[src/design/mlv_pkg.sv]
// shared types, constants and microprogram for the mecanum velocity step
`default_nettype none
package mlv_pkg;

  localparam int FRAC_BITS = 16;

  // fixed-point constants
  localparam longint PI_Q =
    longint'((64'd13493037705 + (64'd1 << (31 - FRAC_BITS))) >> (32 - FRAC_BITS));
  localparam longint TWO_PI_Q = 2 * PI_Q;
  localparam longint CAP_LIN = longint'(((64'd1 << FRAC_BITS) + 64'd5) / 64'd10);
  localparam longint CAP_ANG = longint'(((64'd7 << FRAC_BITS) + 64'd50) / 64'd100);
  localparam longint I32_MAX = 64'sd2147483647;
  localparam longint I32_TOP = 64'sd2147483648;

  // field and datapath widths
  localparam int ERR_W   = 24;
  localparam int YAW_W   = 20;
  localparam int OUT_W   = 14;
  localparam int GAIN_W  = 24;
  localparam int STEP_W  = 17;
  localparam int LIM_W   = 22;
  localparam int RAD_W   = 17;
  localparam int ARM_W   = 19;
  localparam int CFG_W   = 24;
  localparam int CFG_IDX_W = 3;
  localparam int LAST_W  = 16;
  localparam int V_W     = 33;
  localparam int T_W     = 36;
  localparam int WS_W    = 37;
  localparam int WH_W    = LIM_W + 1;
  localparam int S_W     = WH_W + 2;
  localparam int MA_W    = V_W;
  localparam int MB_W    = GAIN_W + 1;
  localparam int P_W     = MA_W + MB_W;
  localparam int DIV_NUM_W = WS_W + FRAC_BITS;
  localparam int DIV_DEN_W = ARM_W + 2;
  localparam int DIV_CNT_W = $clog2(DIV_NUM_W);
  localparam int PC_W    = 5;

  // register indexes
  localparam logic [CFG_IDX_W-1:0] REG_GAIN_X     = 3'd0;
  localparam logic [CFG_IDX_W-1:0] REG_GAIN_Y     = 3'd1;
  localparam logic [CFG_IDX_W-1:0] REG_GAIN_YAW   = 3'd2;
  localparam logic [CFG_IDX_W-1:0] REG_STEP_LIN   = 3'd3;
  localparam logic [CFG_IDX_W-1:0] REG_STEP_ANG   = 3'd4;
  localparam logic [CFG_IDX_W-1:0] REG_WHEEL_LIM  = 3'd5;
  localparam logic [CFG_IDX_W-1:0] REG_RADIUS     = 3'd6;
  localparam logic [CFG_IDX_W-1:0] REG_HALF_SUM   = 3'd7;

  // axis selectors
  localparam logic [1:0] AX_X   = 2'd0;
  localparam logic [1:0] AX_Y   = 2'd1;
  localparam logic [1:0] AX_YAW = 2'd2;

  typedef enum logic [4:0] {
    OP_NOP,
    OP_LOAD,
    OP_WRAP,
    OP_MUL_GAIN,
    OP_GAIN_ROUND,
    OP_SLEW,
    OP_MUL_ARM,
    OP_T_ROUND,
    OP_WSUM,
    OP_DIV_WHEEL,
    OP_WHEEL_CLIP,
    OP_SUM,
    OP_MUL_R,
    OP_LIN_OUT,
    OP_DIV_ANG,
    OP_ANG_OUT,
    OP_COMMIT
  } op_t;

  typedef enum logic [2:0] {
    C_NEXT,
    C_ALWAYS,
    C_NO_INPUT,
    C_DIV_BUSY,
    C_WHEEL_MORE,
    C_OUT_FULL
  } cond_t;

  typedef struct packed {
    op_t              op;
    logic [1:0]       sel;
    cond_t            cond;
    logic [PC_W-1:0]  target;
  } ucode_t;

  typedef struct packed {
    logic                 start;
    logic [DIV_NUM_W-1:0] num;
    logic [DIV_DEN_W-1:0] den;
  } div_req_t;

  function automatic ucode_t uc_word(input op_t op, input logic [1:0] sel,
                                     input cond_t cond, input int tgt);
    ucode_t u;
    u.op = op;
    u.sel = sel;
    u.cond = cond;
    u.target = PC_W'(tgt);
    return u;
  endfunction

  // control store
  function automatic ucode_t ucode_rom(input logic [PC_W-1:0] pc);
    ucode_t u;
    case (pc)
      5'd0:  u = uc_word(OP_LOAD,       AX_X,   C_NO_INPUT,   0);
      5'd1:  u = uc_word(OP_WRAP,       AX_X,   C_NEXT,       0);
      5'd2:  u = uc_word(OP_MUL_GAIN,   AX_X,   C_NEXT,       0);
      5'd3:  u = uc_word(OP_GAIN_ROUND, AX_X,   C_NEXT,       0);
      5'd4:  u = uc_word(OP_SLEW,       AX_X,   C_NEXT,       0);
      5'd5:  u = uc_word(OP_MUL_GAIN,   AX_Y,   C_NEXT,       0);
      5'd6:  u = uc_word(OP_GAIN_ROUND, AX_Y,   C_NEXT,       0);
      5'd7:  u = uc_word(OP_SLEW,       AX_Y,   C_NEXT,       0);
      5'd8:  u = uc_word(OP_MUL_GAIN,   AX_YAW, C_NEXT,       0);
      5'd9:  u = uc_word(OP_GAIN_ROUND, AX_YAW, C_NEXT,       0);
      5'd10: u = uc_word(OP_SLEW,       AX_YAW, C_NEXT,       0);
      5'd11: u = uc_word(OP_MUL_ARM,    AX_YAW, C_NEXT,       0);
      5'd12: u = uc_word(OP_T_ROUND,    AX_YAW, C_NEXT,       0);
      5'd13: u = uc_word(OP_WSUM,       AX_X,   C_NEXT,       0);
      5'd14: u = uc_word(OP_DIV_WHEEL,  AX_X,   C_NEXT,       0);
      5'd15: u = uc_word(OP_NOP,        AX_X,   C_DIV_BUSY,   15);
      5'd16: u = uc_word(OP_WHEEL_CLIP, AX_X,   C_WHEEL_MORE, 13);
      5'd17: u = uc_word(OP_SUM,        AX_X,   C_NEXT,       0);
      5'd18: u = uc_word(OP_MUL_R,      AX_X,   C_NEXT,       0);
      5'd19: u = uc_word(OP_LIN_OUT,    AX_X,   C_NEXT,       0);
      5'd20: u = uc_word(OP_SUM,        AX_Y,   C_NEXT,       0);
      5'd21: u = uc_word(OP_MUL_R,      AX_Y,   C_NEXT,       0);
      5'd22: u = uc_word(OP_LIN_OUT,    AX_Y,   C_NEXT,       0);
      5'd23: u = uc_word(OP_SUM,        AX_YAW, C_NEXT,       0);
      5'd24: u = uc_word(OP_MUL_R,      AX_YAW, C_NEXT,       0);
      5'd25: u = uc_word(OP_DIV_ANG,    AX_YAW, C_NEXT,       0);
      5'd26: u = uc_word(OP_NOP,        AX_YAW, C_DIV_BUSY,   26);
      5'd27: u = uc_word(OP_ANG_OUT,    AX_YAW, C_NEXT,       0);
      5'd28: u = uc_word(OP_NOP,        AX_X,   C_OUT_FULL,   28);
      5'd29: u = uc_word(OP_COMMIT,     AX_X,   C_ALWAYS,     0);
      default: u = uc_word(OP_NOP,      AX_X,   C_ALWAYS,     0);
    endcase
    return u;
  endfunction

  // shift right, rounding to nearest with ties away from zero
  function automatic logic signed [P_W-1:0] round_shr(input logic signed [P_W-1:0] x,
                                                      input int sh);
    logic signed [P_W-1:0] half;
    half = P_W'(1) <<< (sh - 1);
    return (x + (x < 0 ? half - P_W'(1) : half)) >>> sh;
  endfunction

endpackage
`default_nettype wire

[src/design/mlv_div.sv]
// bit-serial restoring divider for unsigned magnitudes
`default_nettype none
module mlv_div
  import mlv_pkg::*;
(
  input  wire logic                 clk,
  input  wire logic                 rst_n,
  input  wire div_req_t             req,
  output logic                      busy,
  output logic [DIV_NUM_W-1:0]      quo
);

  logic                   busy_r, busy_nxt;
  logic [DIV_CNT_W-1:0]   cnt_r, cnt_nxt;
  logic [DIV_NUM_W-1:0]   quo_r, quo_nxt;
  logic [DIV_DEN_W-1:0]   rem_r, rem_nxt;
  logic [DIV_DEN_W-1:0]   den_r, den_nxt;
  logic [DIV_DEN_W:0]     trial;

  always_comb begin
    busy_nxt = busy_r;
    cnt_nxt  = cnt_r;
    quo_nxt  = quo_r;
    rem_nxt  = rem_r;
    den_nxt  = den_r;
    trial    = {rem_r, quo_r[DIV_NUM_W-1]};
    if (req.start) begin
      busy_nxt = 1'b1;
      cnt_nxt  = DIV_CNT_W'(DIV_NUM_W - 1);
      quo_nxt  = req.num;
      rem_nxt  = '0;
      den_nxt  = req.den;
    end else if (busy_r) begin
      if (trial >= {1'b0, den_r}) begin
        rem_nxt = DIV_DEN_W'(trial - {1'b0, den_r});
        quo_nxt = {quo_r[DIV_NUM_W-2:0], 1'b1};
      end else begin
        rem_nxt = trial[DIV_DEN_W-1:0];
        quo_nxt = {quo_r[DIV_NUM_W-2:0], 1'b0};
      end
      if (cnt_r == '0) begin
        busy_nxt = 1'b0;
      end else begin
        cnt_nxt = cnt_r - DIV_CNT_W'(1);
      end
    end
  end

  always_ff @(posedge clk) begin
    if (!rst_n) begin
      busy_r <= 1'b0;
      cnt_r  <= '0;
    end else begin
      busy_r <= busy_nxt;
      cnt_r  <= cnt_nxt;
    end
    quo_r <= quo_nxt;
    rem_r <= rem_nxt;
    den_r <= den_nxt;
  end

  assign busy = busy_r;
  assign quo  = quo_r;

endmodule
`default_nettype wire

[config.mk]
export PLATFORM = sky130hd
export DESIGN_NAME = mlv_div
export DESIGN_NICKNAME = d
export VERILOG_FILES = /design/src/design/mlv_pkg.sv /design/src/design/mlv_div.sv
export SDC_FILE = /design/constraint.sdc
export NUM_CORES = 1
export LEC_CHECK = 0
export ABC_AREA = 1
export BUFFER_PORTS_ARGS = -buffer_cell sky130_fd_sc_hd__buf_2
export CORE_MARGIN = 10
export CORE_UTILIZATION = 40
export DETAILED_ROUTE_END_ITERATION = 8
export GPL_TIMING_DRIVEN = 0
export PLACE_DENSITY = 0.63
export SYNTH_ARGS = -nofsm -noshare
export SYNTH_HDL_FRONTEND = slang
export SYNTH_SLANG_ARGS = --single-unit
[constraint.sdc]
create_clock -name clk -period 2.7 [get_ports clk]
set_input_delay 0.81 -clock clk [delete_from_list [all_inputs] [get_ports clk]]
set_output_delay 0.81 -clock clk [all_outputs]
set_load 0.02 [all_outputs]
[Yosys cells after proc, flatten, opt, wreduce, memory -nomap -nowiden]
Index checks and enable logic that the tools add are counted.
Word-level totals
  bits in registers: 102
  latch bits: 0
  memory bits (writable): 0
  bits in read-only memories: 0
  input port bits: 77
  output and inout bits: 54
  logic and storage cells: 27
  memories kept: 0
Cells by class
  add/subtract/negate cells: 2
  multipliers: 0
  divide/modulo/power cells: 0
  $lt $le $gt $ge: 1
  equality and inequality tests: 1
  shift-type cells: 0
  mux-type cells: 10
  bitwise gates (word level): 2
  reductions and logical operators: 5
Operator list (count)
  53-bit two-way mux: 2
  22-bit by 21-bit >= comparator with 1-bit output: 1
  21-bit two-way mux: 1
  21-bit subtractor: 1
  6-bit two-way mux: 3
  6-bit zero test: 1
  6-bit by 1-bit subtractor with 6-bit output, second input constant: 1
  1-bit two-way mux: 4
  2-bit AND reduction: 2
  2-bit != test, second input constant: 1
  1-bit inverter: 2
  2-bit nonzero test: 1
  2-bit OR reduction: 1

[Logic depth before layout (Yosys ltp)]
Gate-level depths: netlist (run 1).
  depth after elaboration: 4
  gate-level depth with buffers: 15
  gate-level depth less buffers: 14

[Worst setup path after synthesis (run 1)]
No wires, ideal clock.
  path kind: input-to-reg
  from: input req[74] in the netlist's numbering
  to: register quo_r[0] (netlist: quo[0]) (enable)
  library setup time: 0.412 ns
  arrival time: 2.379 ns
  data required time: 2.288 ns
  setup slack: -0.091 ns
  stages on the path: 3
  path buffers: 1
  cells stage by stage: clkbuf_1 > nor2_1 > inv_1
On the way
  cells in the longest elaborated chain, start to end: 1
RTL lines
  start: declaration: RTL line mlv_div.sv:8  | input wire div_req_t req,
  2-bit nonzero test (no line)
  end signal: assignment: RTL line mlv_div.sv:57  | quo_r <= quo_nxt;
  end: declaration: RTL line mlv_div.sv:15  | logic [DIV_NUM_W-1:0] quo_r, quo_nxt;
No other way between the ends.
A chain may end at the register's enable or synchronous reset.

[Worst setup path in the final report (run 1)]
  from: input req[74] in the netlist's numbering
  to: register quo_r[45] (netlist: quo[45]), data pin
On the way
  cells in the longest elaborated chain, start to end: 1
RTL lines
  53-bit two-way mux: RTL line mlv_div.sv:27  | if (req.start) begin
  named net quo_nxt[45]: RTL line mlv_div.sv:15
The timed path passes the listed nets, and every way through them passes these cells.

==> results of run 1 <==
## state kept, by name (all words and copies together) (netlist names)
| name | flops |
|---|---|
| cnt_r | 6 |
| rem_r | 21 |
| den_r | 21 |
| busy | 1 |
| quo | 53 |
## critical path, stage by stage
cell and delay, ps:
buf_2 450, clkbuf_2 410, inv_2 120, clkbuf_1 270
buf_1 310, nand2_1 120, nand2_1 60
## final cells by class
cell class	count	area, µm²	area share (%)
antenna	1	2.50	0.0359
multi-input combinational	517	2510	36.0
clock buffer	12	246	3.53
clock inverter	4	31.3	0.448
buffer	21	126	1.81
tap	180	225	3.23
inverter	100	379	5.43
sequential	102	2780	39.9
timing repair inverter	3	22.5	0.323
timing repair buffer	130	651	9.32
## cell usage after synthesis, types with 3 or more instances
master | instances | area share [%]
a21oi_1 | 14 | 1.2
a31oi_1 | 3 | 0.32
buf_1 | 4 | 0.26
buf_6 | 6 | 1.2
clkbuf_1 | 10 | 0.65
dfxtp_1 | 28 | 9.7
edfxtp_1 | 74 | 38
ha_1 | 22 | 4.8
inv_1 | 94 | 6.1
inv_2 | 5 | 0.32
nand2_1 | 319 | 21
nand2_2 | 8 | 0.86
nand3_1 | 55 | 4.8
nand3_2 | 8 | 1.4
nand3b_1 | 11 | 1.4
nand4_1 | 5 | 0.54
nor2_1 | 30 | 1.9
nor2_2 | 4 | 0.43
nor3_1 | 5 | 0.43
o21ai_0 | 3 | 0.26
o21ai_1 | 8 | 0.69
xnor2_1 | 7 | 1.1
xor2_1 | 3 | 0.45
## where the power goes
group	leakage (nW)	total (mW)	internal, mW	switching (mW)
clock network	0.138	1.26	0.659	0.598
logic	2.49	0.618	0.204	0.414
registers	0.976	1.89	1.83	0.0649
## per-stage QoR
stage	worst slack, ps	area, µm²	TNS [ps]
final	262	6980	0
after global placement	-1420	6670	-88940
after detailed placement	-1430	6670	-91160
after global routing	89.1	6980	0
after CTS	215	6980	0
after floorplan	42.8	5790	0
## cells by family after synthesis
| group | count (synthesis) | synth area share, % |
|---|---|---|
| flip-flops | 102 | 48.1 |
| AO/OA/AOI/OAI | 34 | 3.31 |
| adder cells (fa/ha/maj) | 23 | 5.10 |
| XOR/XNOR | 10 | 1.51 |
| AND/OR/NAND/NOR | 450 | 33.3 |
| buffers and inverters | 121 | 8.65 |
## final timing paths
path         startpoint   endpoint  slack [ps]  cells after the start
min reg2reg    rem_r[9]   rem_r[9]         470                      2
min            rem_r[9]   rem_r[9]         470                      2
max             req[74]    quo[45]         260                      7
max reg2reg     quo[52]  rem_r[20]         440                     15
## metal layers
layer	GRT usage, %	part of all wire, %	vias to the layer above
met5	0	0.083	-
met4	2.99	0.72	2
met3	8.42	10	9
met2	25.5	46	132
met1	18.3	43	2243
li1	-	-	2631
==> impl_metrics.py, run 1 <==
metrics = {
    "pwr": {
        "power-per-cell-area_mw_per_mm2": 540,
        "total_power_mw": 3.77,
        "vdd_ir_drop_max_mv": 0.410,
        "p_leak_nw": 3.61,
    },
    "cts": {
        "worstSkewPairLatency_ps": 350,
        "cts.htree.levels": 3,
        "cts_tree": "built",
        "cts-root-buf": "clkbuf_16",
        "postCtsSetupRepairBufs": 0,
        "post_cts_hold_buffer_count": 0,
        "cts-resized-gates": 6,
        "clk_path_buf_depth": 2,
        "numCtsBuffers": 9,
        "clk_pin_slew_worst_paths_ps": 70,
        "clock_sink_count": 102,
    },
    "timing": {
        "finalCriticalPeriod_ps": 2440,
        "timing_worst_slew_pin_value_ps": 558,
        "grt_setup_unrepaired": "false",
        "timing_hold_violations_final": 0,
        "fin_worst_skew_ps": 10.8,
        "timing.slew.headroom_pct": 62.8,
        "hold-worst-slack_ps": 471,
        "report.final.slew_viol_count": 0,
        "max_freq_ghz": 0.410,
        "setup_violations": 0,
        "final.period_utilization_pct": 90.3,
    },
    "global_routing": {
        "overflow": 0,
        "grt_pass1_wl_um": 25200,
        "antenna_found_initial": 4,
        "pin_count_of_the_biggest_net_entering_global_routing": 23,
        "grt_usage_pct": 15.8,
        "first_global_vias": 4964,
    },
    "logic_synthesis": {
        "syn_nets": 840,
        "synth_area_mm2": 0.00579,
        "synthesis.instances": 740,
        "post_synth_edffs": 74,
        "ys_ff_latch": 102,
        "post_synthesis_sequential_area_ratio_pct": 48.1,
        "yosysUniqueCellTypes": 35,
        "postSynth.topFlopCell": "edfxtp_1",
        "syn_avg_cell_area_um2": 7.82,
        "synth-warning-count": 0,
        "postSynth.asyncResetShare_pct": 0,
    },
    "setup_path": {
        "crit_fanout": 22,
        "cp.required_ps": 2810,
        "crit_type": "in -> reg",
        "cp_data_arrival_time_ps": 2550,
        "critical_path.endpoint_type": "register",
        "setup.worst_path.start_class": "input port",
    },
    "detailed_routing": {
        "vias": 5017,
        "wl_per_cell_um": 14.7,
        "final_routed_drc_violation_total": 0,
        "wirelength_um": 15700,
        "drtAntennaViolNets": 0,
        "first_pass_iters": 5,
        "post_drt_via_cell_ratio": 4.69,
        "first_iter_violations": 353,
    },
    "die": {
        "start_util_pct": 41.2,
        "rows": 43,
        "core_area_mm2": 0.0140,
        "dieHeight_um": 140,
        "overall_die_area_mm2": 0.0197,
        "ioPinCount": 131,
        "die_w_um": 140,
    },
    "cells_and_area": {
        "final_common_cell": "nand2_1",
        "post_layout_nonfiller_instances": 1070,
        "share_of_layout_cells_above_drive_strength_1_pct": 21.1,
        "area_growth_syn_to_layout_pct": 20.6,
        "fill_cells": 1434,
        "final_util_pct": 49.7,
        "nNetsFinal": 984,
        "layout_common_cells": "nand2_1, buf_2, inv_1",
    },
    "placed_design": {
        "final_wtd_congestion": 0.884,
        "dp_hpwl_um": 11700,
        "buffer_ports.inserted": 130,
        "numPlacedInstances": 1050,
    },
    "hold_path": {
        "hold_class": "reg -> reg",
    },
    "status": {
        "status": "completed",
    },
    "flow_run": {
        "timing.max_cap.violations": 0,
    },
}
No activity file was read; power rests on OpenSTA's default activity.
==> run 2: changes to the inputs <==
--- a/config.mk
+++ b/config.mk
@@ -5,13 +5,12 @@
 export SDC_FILE = /design/constraint.sdc
 export NUM_CORES = 1
 export LEC_CHECK = 0
-export ABC_AREA = 1
 export BUFFER_PORTS_ARGS = -buffer_cell sky130_fd_sc_hd__buf_2
 export CORE_MARGIN = 10
 export CORE_UTILIZATION = 40
 export DETAILED_ROUTE_END_ITERATION = 8
 export GPL_TIMING_DRIVEN = 0
-export PLACE_DENSITY = 0.63
+export PLACE_DENSITY = 0.64
 export SYNTH_ARGS = -nofsm -noshare
 export SYNTH_HDL_FRONTEND = slang
 export SYNTH_SLANG_ARGS = --single-unit
==> constraint.sdc (replaced) <==
create_clock -name clk -period 2.05 [get_ports clk]
set_input_delay 0.615 -clock clk [delete_from_list [all_inputs] [get_ports clk]]
set_output_delay 0.615 -clock clk [all_outputs]
set_load 0.02 [all_outputs]
==> impl_metrics.py, run 2 <==
metrics = {
    "status": {
        "status": "complete, but fails checks",
        "violations_in_the_final_reports": "setup timing",
    },
    "die": {
        "core_area_mm2": 0.0131,
        "start_util_pct": 40.4,
        "ioPinCount": 131,
        "dieHeight_um": 135,
        "die_w_um": 135,
        "overall_die_area_mm2": 0.0183,
        "rows": 42,
    },
    "detailed_routing": {
        "first_iter_violations": 248,
        "post_drt_via_cell_ratio": 5.11,
        "wl_per_cell_um": 17.5,
        "final_routed_drc_violation_total": 0,
        "first_pass_iters": 4,
        "drtAntennaViolNets": 0,
        "wirelength_um": 13900,
        "vias": 4039,
    },
    "logic_synthesis": {
        "syn_avg_cell_area_um2": 11.7,
        "synth_top_cells_by_area": "edfxtp_1, mux2_2, dfxtp_1",
        "synth.top_cells.by_count": "edfxtp_1, mux2_2, nand2_1",
        "yosysMostFrequentCell": "edfxtp_1",
        "post_synth_edffs": 74,
        "synth_area_leader_cell": "edfxtp_1",
        "post_synthesis_sequential_area_ratio_pct": 52.4,
        "syn_nets": 555,
        "yosysUniqueCellTypes": 48,
        "synth.top_cell.area_share_pct": 41.9,
        "synth_area_mm2": 0.00531,
        "synth-warning-count": 0,
        "postSynth.topFlopCell": "edfxtp_1",
        "ys_ff_latch": 102,
        "synthesis.instances": 455,
        "postSynth.asyncResetShare_pct": 0,
    },
    "placed_design": {
        "numPlacedInstances": 762,
        "dp_hpwl_um": 10300,
        "pre_cts_slack_ps": -795,
        "buffer_ports.inserted": 130,
        "final_wtd_congestion": 0.918,
    },
    "setup_path": {
        "crit_type": "reg -> reg",
        "crit_fanout": 8,
        "cp.required_ps": 2290,
        "setup.worst_path.start_class": "register",
        "cp_data_arrival_time_ps": 3050,
        "critical_path.endpoint_type": "register",
        "cpMaxStageDelayCell": "edfxtp_1",
        "path_cells": "inv_1 > ha_2 > inv_2 > fa_2 > a21oi_4 > o211ai_1 > nand2_1 > o311a_1 > o41ai_4 > buf_4 > buf_8 > buf_8 > buf_6 > o311a_1",
        "critPathMaxStageDelay_ps": 440,
    },
    "pwr": {
        "power.share.sequential_pct": 46.1,
        "clock_power_share_pct": 30.0,
        "vdd_ir_drop_max_mv": 0.569,
        "comb_power_share_pct": 23.9,
        "power_switching_mw": 1.68,
        "power-per-cell-area_mw_per_mm2": 825,
        "swShare_pct": 30.4,
        "cell_internal_power_dissipation_mw": 3.85,
        "p_leak_nw": 2.78,
    },
    "timing": {
        "fin_worst_skew_ps": 8.88,
        "crit_path_setup_slack_layout_ps": -757,
        "timing_worst_slew_pin_value_ps": 613,
        "finalCriticalPeriod_ps": 2810,
        "report.final.slew_viol_count": 0,
        "setup_violations": 22,
        "grt_setup_unrepaired": "true",
        "timing_hold_violations_final": 0,
        "max_freq_ghz": 0.356,
        "setup_total_negative_slack_ps": -14760,
        "final.period_utilization_pct": 137,
        "timing.slew.headroom_pct": 59.1,
    },
    "cells_and_area": {
        "seqCellArea_mm2": 0.00278,
        "final_common_cell": "buf_2",
        "nNetsFinal": 708,
        "post_layout_nonfiller_instances": 791,
        "layout_common_cells": "buf_2, edfxtp_1, mux2_2",
        "flip_flop_count_of_the_largest_register_after_layout": 53,
        "fill_cells": 1252,
        "share_of_layout_cells_above_drive_strength_1_pct": 40.1,
        "final_util_pct": 51.0,
        "area_growth_syn_to_layout_pct": 26.3,
        "total_area_of_multi_input_combinational_cells_mm2": 0.00239,
    },
    "cts": {
        "worstSkewPairLatency_ps": 350,
        "clock_sink_count": 102,
        "clk_path_buf_depth": 2,
        "cts.htree.levels": 3,
        "cts-root-buf": "clkbuf_16",
        "clk_pin_slew_worst_paths_ps": 70,
        "numCtsBuffers": 9,
        "cts_tree": "built",
    },
    "global_routing": {
        "grt_usage_pct": 15.4,
        "grt_pass1_wl_um": 22500,
        "antenna_found_initial": 4,
        "first_global_vias": 4430,
        "pin_count_of_the_biggest_net_entering_global_routing": 38,
        "overflow": 0,
    },
    "hold_path": {
        "hold_class": "in -> reg",
    },
    "flow_run": {
        "timing.max_cap.violations": 0,
    },
}
## run 2: path summary, 6_finish.rpt
kind                  start   endpoint  slack, ps  cells after the start
setup reg to reg    quo[52]   rem_r[9]       -760                     14
hold / removal      req[19]  den_r[19]        430                      1
setup / recovery    quo[52]   rem_r[9]       -760                     14
hold reg to reg   rem_r[14]  rem_r[14]        490                      2
## run 2: area by class of cell
cell class                      count  area share (%)
Clock inverter                      6           0.766
Clock buffer                       10            3.42
Antenna cell                        2          0.0747
Tap cell                          176            3.29
Inverter                           32            1.83
Multi-Input combinational cell    299            35.6
Buffer                             22            2.07
Timing Repair Buffer              142            11.4
Sequential cell                   102            41.5
## run 2: per-layer routing
layer / share of wire [%] / up-vias / wire length (µm) / global-route usage, %
li1: - / 1984 / - / -
met1: 40 / 1909 / 5600 / 17.0
met2: 48 / 123 / 6650 / 24.8
met3: 10 / 21 / 1380 / 8.42
met4: 1.5 / 2 / 213 / 5.08
met5: 0.051 / - / 7 / 0
## run 2: worst max-delay path: cells and delay by family, from the launching register on
kind            cells  cell delay, ps
compound gates      5             880
buf+inv             6             700
fa+ha+maj           2             550
flops               1             440
simple gates        1             140
## run 2: through the flow
| stage | hold WS, ps | cell area, µm² | power (mW) |
|---|---|---|---|
| 3_5_place_dp | 484 | 6210 | 3.82 |
| 2_1_floorplan | 445 | 5320 | 3.43 |
| 4_1_cts | 419 | 6620 | 5.54 |
| 5_1_grt | 414 | 6700 | 5.80 |
| 6_report | 432 | 6700 | 5.53 |
| 3_3_place_gp | 479 | 6190 | 3.78 |
## run 2: kinds of logic (layout without fill, tap and decap cells)
group / count (synthesis) / after routing / share of synthesized area (%)
multiplexers: 68 / 68 / 14.1
AND/OR/NAND/NOR: 93 / 93 / 7.69
adder cells (fa/ha/maj): 23 / 23 / 5.56
other: 0 / 2 / 0
flip-flops: 102 / 102 / 52.4
buffers and inverters: 54 / 212 / 4.50
AO/OA/AOI/OAI: 92 / 92 / 11.9
XOR/XNOR: 23 / 23 / 3.80
## run 2: power by group through the flow
| stage | Sequential [mW] | Combinational (mW) | Clock, mW |
|---|---|---|---|
| after floorplan | 2.72 | 0.709 | 0 |
| after global routing | 2.58 | 1.45 | 1.78 |
| final | 2.55 | 1.32 | 1.66 |
| after CTS | 2.55 | 1.28 | 1.71 |
| after global placement | 2.59 | 1.20 | 0 |
| after detailed placement | 2.59 | 1.23 | 0 |
## run 2: repair_timing
| action | in CTS | in global routing |
|---|---|---|
| setup endpoints to repair | 128 | 82 |
| buffers inserted | 9 | 1 |
| gates cloned | 2 | 0 |
| gates resized for setup | 14 | 18 |
| pin swaps | 8 | 6 |
| hold buffers | 0 | 0 |
==> run 3: changes to the inputs <==
--- a/config.mk
+++ b/config.mk
@@ -10,7 +10,7 @@
 export CORE_UTILIZATION = 40
 export DETAILED_ROUTE_END_ITERATION = 8
 export GPL_TIMING_DRIVEN = 0
-export PLACE_DENSITY = 0.64
+export PLACE_DENSITY = 0.62
 export SYNTH_ARGS = -nofsm -noshare
 export SYNTH_HDL_FRONTEND = slang
 export SYNTH_SLANG_ARGS = --single-unit
==> constraint.sdc (replaced) <==
create_clock -name clk -period 3.39 [get_ports clk]
set_input_delay 1.017 -clock clk [delete_from_list [all_inputs] [get_ports clk]]
set_output_delay 1.017 -clock clk [all_outputs]
set_load 0.02 [all_outputs]
==> impl_metrics.py, run 3 (synthesis results as in run 2) <==
metrics = {
    "status": {
        "status": "completed",
    },
    "cells_and_area": {
        "nNetsFinal": 697,
        "flip_flop_count_of_the_largest_register_after_layout": 53,
        "layout_common_cells": "buf_2, edfxtp_1, mux2_2",
        "final_common_cell": "buf_2",
        "fill_cells": 1202,
        "final_util_pct": 49.5,
        "share_of_layout_cells_above_drive_strength_1_pct": 36.2,
        "diodes": 0,
        "area_growth_syn_to_layout_pct": 22.7,
    },
    "timing": {
        "max_freq_ghz": 0.332,
        "timing_hold_violations_final": 0,
        "finalCriticalPeriod_ps": 3010,
        "hold-worst-slack_ps": 504,
        "setup_violations": 0,
        "final.period_utilization_pct": 88.7,
        "timing.slew.headroom_pct": 55.4,
        "grt_setup_unrepaired": "false",
        "timing_worst_slew_pin_value_ps": 663,
        "fin_worst_skew_ps": 9.07,
        "report.final.slew_viol_count": 0,
        "setup_total_negative_slack_ps": 0,
    },
    "setup_path": {
        "path_cells": "inv_1 > ha_1 > inv_1 > fa_1 > a21oi_1 > o211ai_1 > nand2_1 > o311a_1 > o41ai_2 > buf_6 > buf_4 > nand3_1 > o311a_1",
        "critical_path.endpoint_type": "register",
        "setup.worst_path.start_class": "register",
        "critPathMaxStageDelay_ps": 440,
        "cp_data_arrival_time_ps": 3250,
        "cp.required_ps": 3630,
        "cpMaxStageDelayCell": "o41ai_2",
        "crit_type": "reg -> reg",
        "category_of_cells_accounting_for_the_largest_share_of_critical_path_delay": "compound AO/OA/AOI/OAI gates",
        "cp.buffers_inverters": 4,
        "crit_fanout": 10,
    },
    "cts": {
        "postCtsSetupRepairBufs": 0,
        "numCtsBuffers": 9,
        "worstSkewPairLatency_ps": 350,
        "cts-root-buf": "clkbuf_16",
        "cts_tree": "built",
        "cts.htree.levels": 3,
        "clk_path_buf_depth": 2,
        "clk_pin_slew_worst_paths_ps": 70,
        "post_cts_hold_buffer_count": 0,
        "cts-resized-gates": 0,
        "clock_sink_count": 102,
    },
    "die": {
        "overall_die_area_mm2": 0.0183,
        "start_util_pct": 40.4,
        "die_w_um": 135,
        "ioPinCount": 131,
        "dieHeight_um": 135,
        "rows": 42,
        "core_area_mm2": 0.0131,
    },
    "placed_design": {
        "buffer_ports.inserted": 130,
        "final_wtd_congestion": 0.913,
        "dp_hpwl_um": 10100,
    },
    "global_routing": {
        "grt_usage_pct": 14.5,
        "overflow": 0,
        "pin_count_of_the_biggest_net_entering_global_routing": 37,
        "grt_pass1_wl_um": 21100,
        "antenna_found_initial": 1,
        "first_global_vias": 4200,
    },
    "detailed_routing": {
        "vias": 3920,
        "wl_per_cell_um": 16.9,
        "first_pass_iters": 4,
        "drtAntennaViolNets": 0,
        "post_drt_via_cell_ratio": 5.04,
        "wirelength_um": 13100,
        "final_routed_drc_violation_total": 0,
        "first_iter_violations": 200,
    },
    "hold_path": {
        "hold_class": "reg -> reg",
    },
    "pwr": {
        "vdd_ir_drop_max_mv": 0.355,
        "p_leak_nw": 2.69,
        "total_power_mw": 3.37,
        "power-per-cell-area_mw_per_mm2": 518,
    },
    "flow_run": {
        "timing.max_cap.violations": 0,
    },
}
## run 3: worst paths after layout
check | from | to | slack, ps | cells after the start
worst min-delay path | rem_r[2] | rem_r[2] | 500 | 2
worst min register to register | rem_r[2] | rem_r[2] | 500 | 2
worst max register to register | quo[52] | rem_r[9] | 380 | 13
worst max-delay path | quo[52] | rem_r[9] | 380 | 13
## run 3: per-layer routing
layer / GRT usage, % / share of wire (%) / vias up
met5: 0 / 0.099 / -
met4: 4.49 / 1.8 / 2
met2: 23.4 / 47 / 119
met1: 15.7 / 40 / 1831
met3: 8.49 / 11 / 20
li1: - / - / 1948
## run 3: worst reg2reg max path, cell delays in order (launching register included)
cell,delay (ps)
edfxtp_1,420
inv_1,70
ha_1,200
inv_1,70
fa_1,210
a21oi_1,110
o211ai_1,220
nand2_1,140
o311a_1,320
o41ai_2,440
buf_6,240
buf_4,210
nand3_1,90
o311a_1,160
## run 3: cell type report
class	count	area, µm²	share of cell area (%)
Clock inverter	7	86.3	1.33
Clock buffer	9	225	3.46
Sequential cell	102	2780	42.8
Multi-Input combinational cell	299	2280	35.1
Buffer	22	119	1.83
Tap cell	176	220	3.38
Timing Repair Buffer	131	671	10.3
Inverter	32	120	1.85
## run 3: power by group
part	leakage (nW)	internal [mW]	switching (mW)
clock network	0.151	0.592	0.508
registers	0.968	1.47	0.0637
logic	1.57	0.308	0.427
total	2.69	2.37	0.998
## run 3: per-stage QoR
step / setup WS, ps / area [µm²] / cells
4_1_cts: 343 / 6510 / 778
6_report: 382 / 6510 / 778
5_1_grt: 104 / 6510 / 778
2_1_floorplan: 555 / 5310 / 455
3_5_place_dp: 234 / 6200 / 762
3_3_place_gp: -681 / 6180 / 761
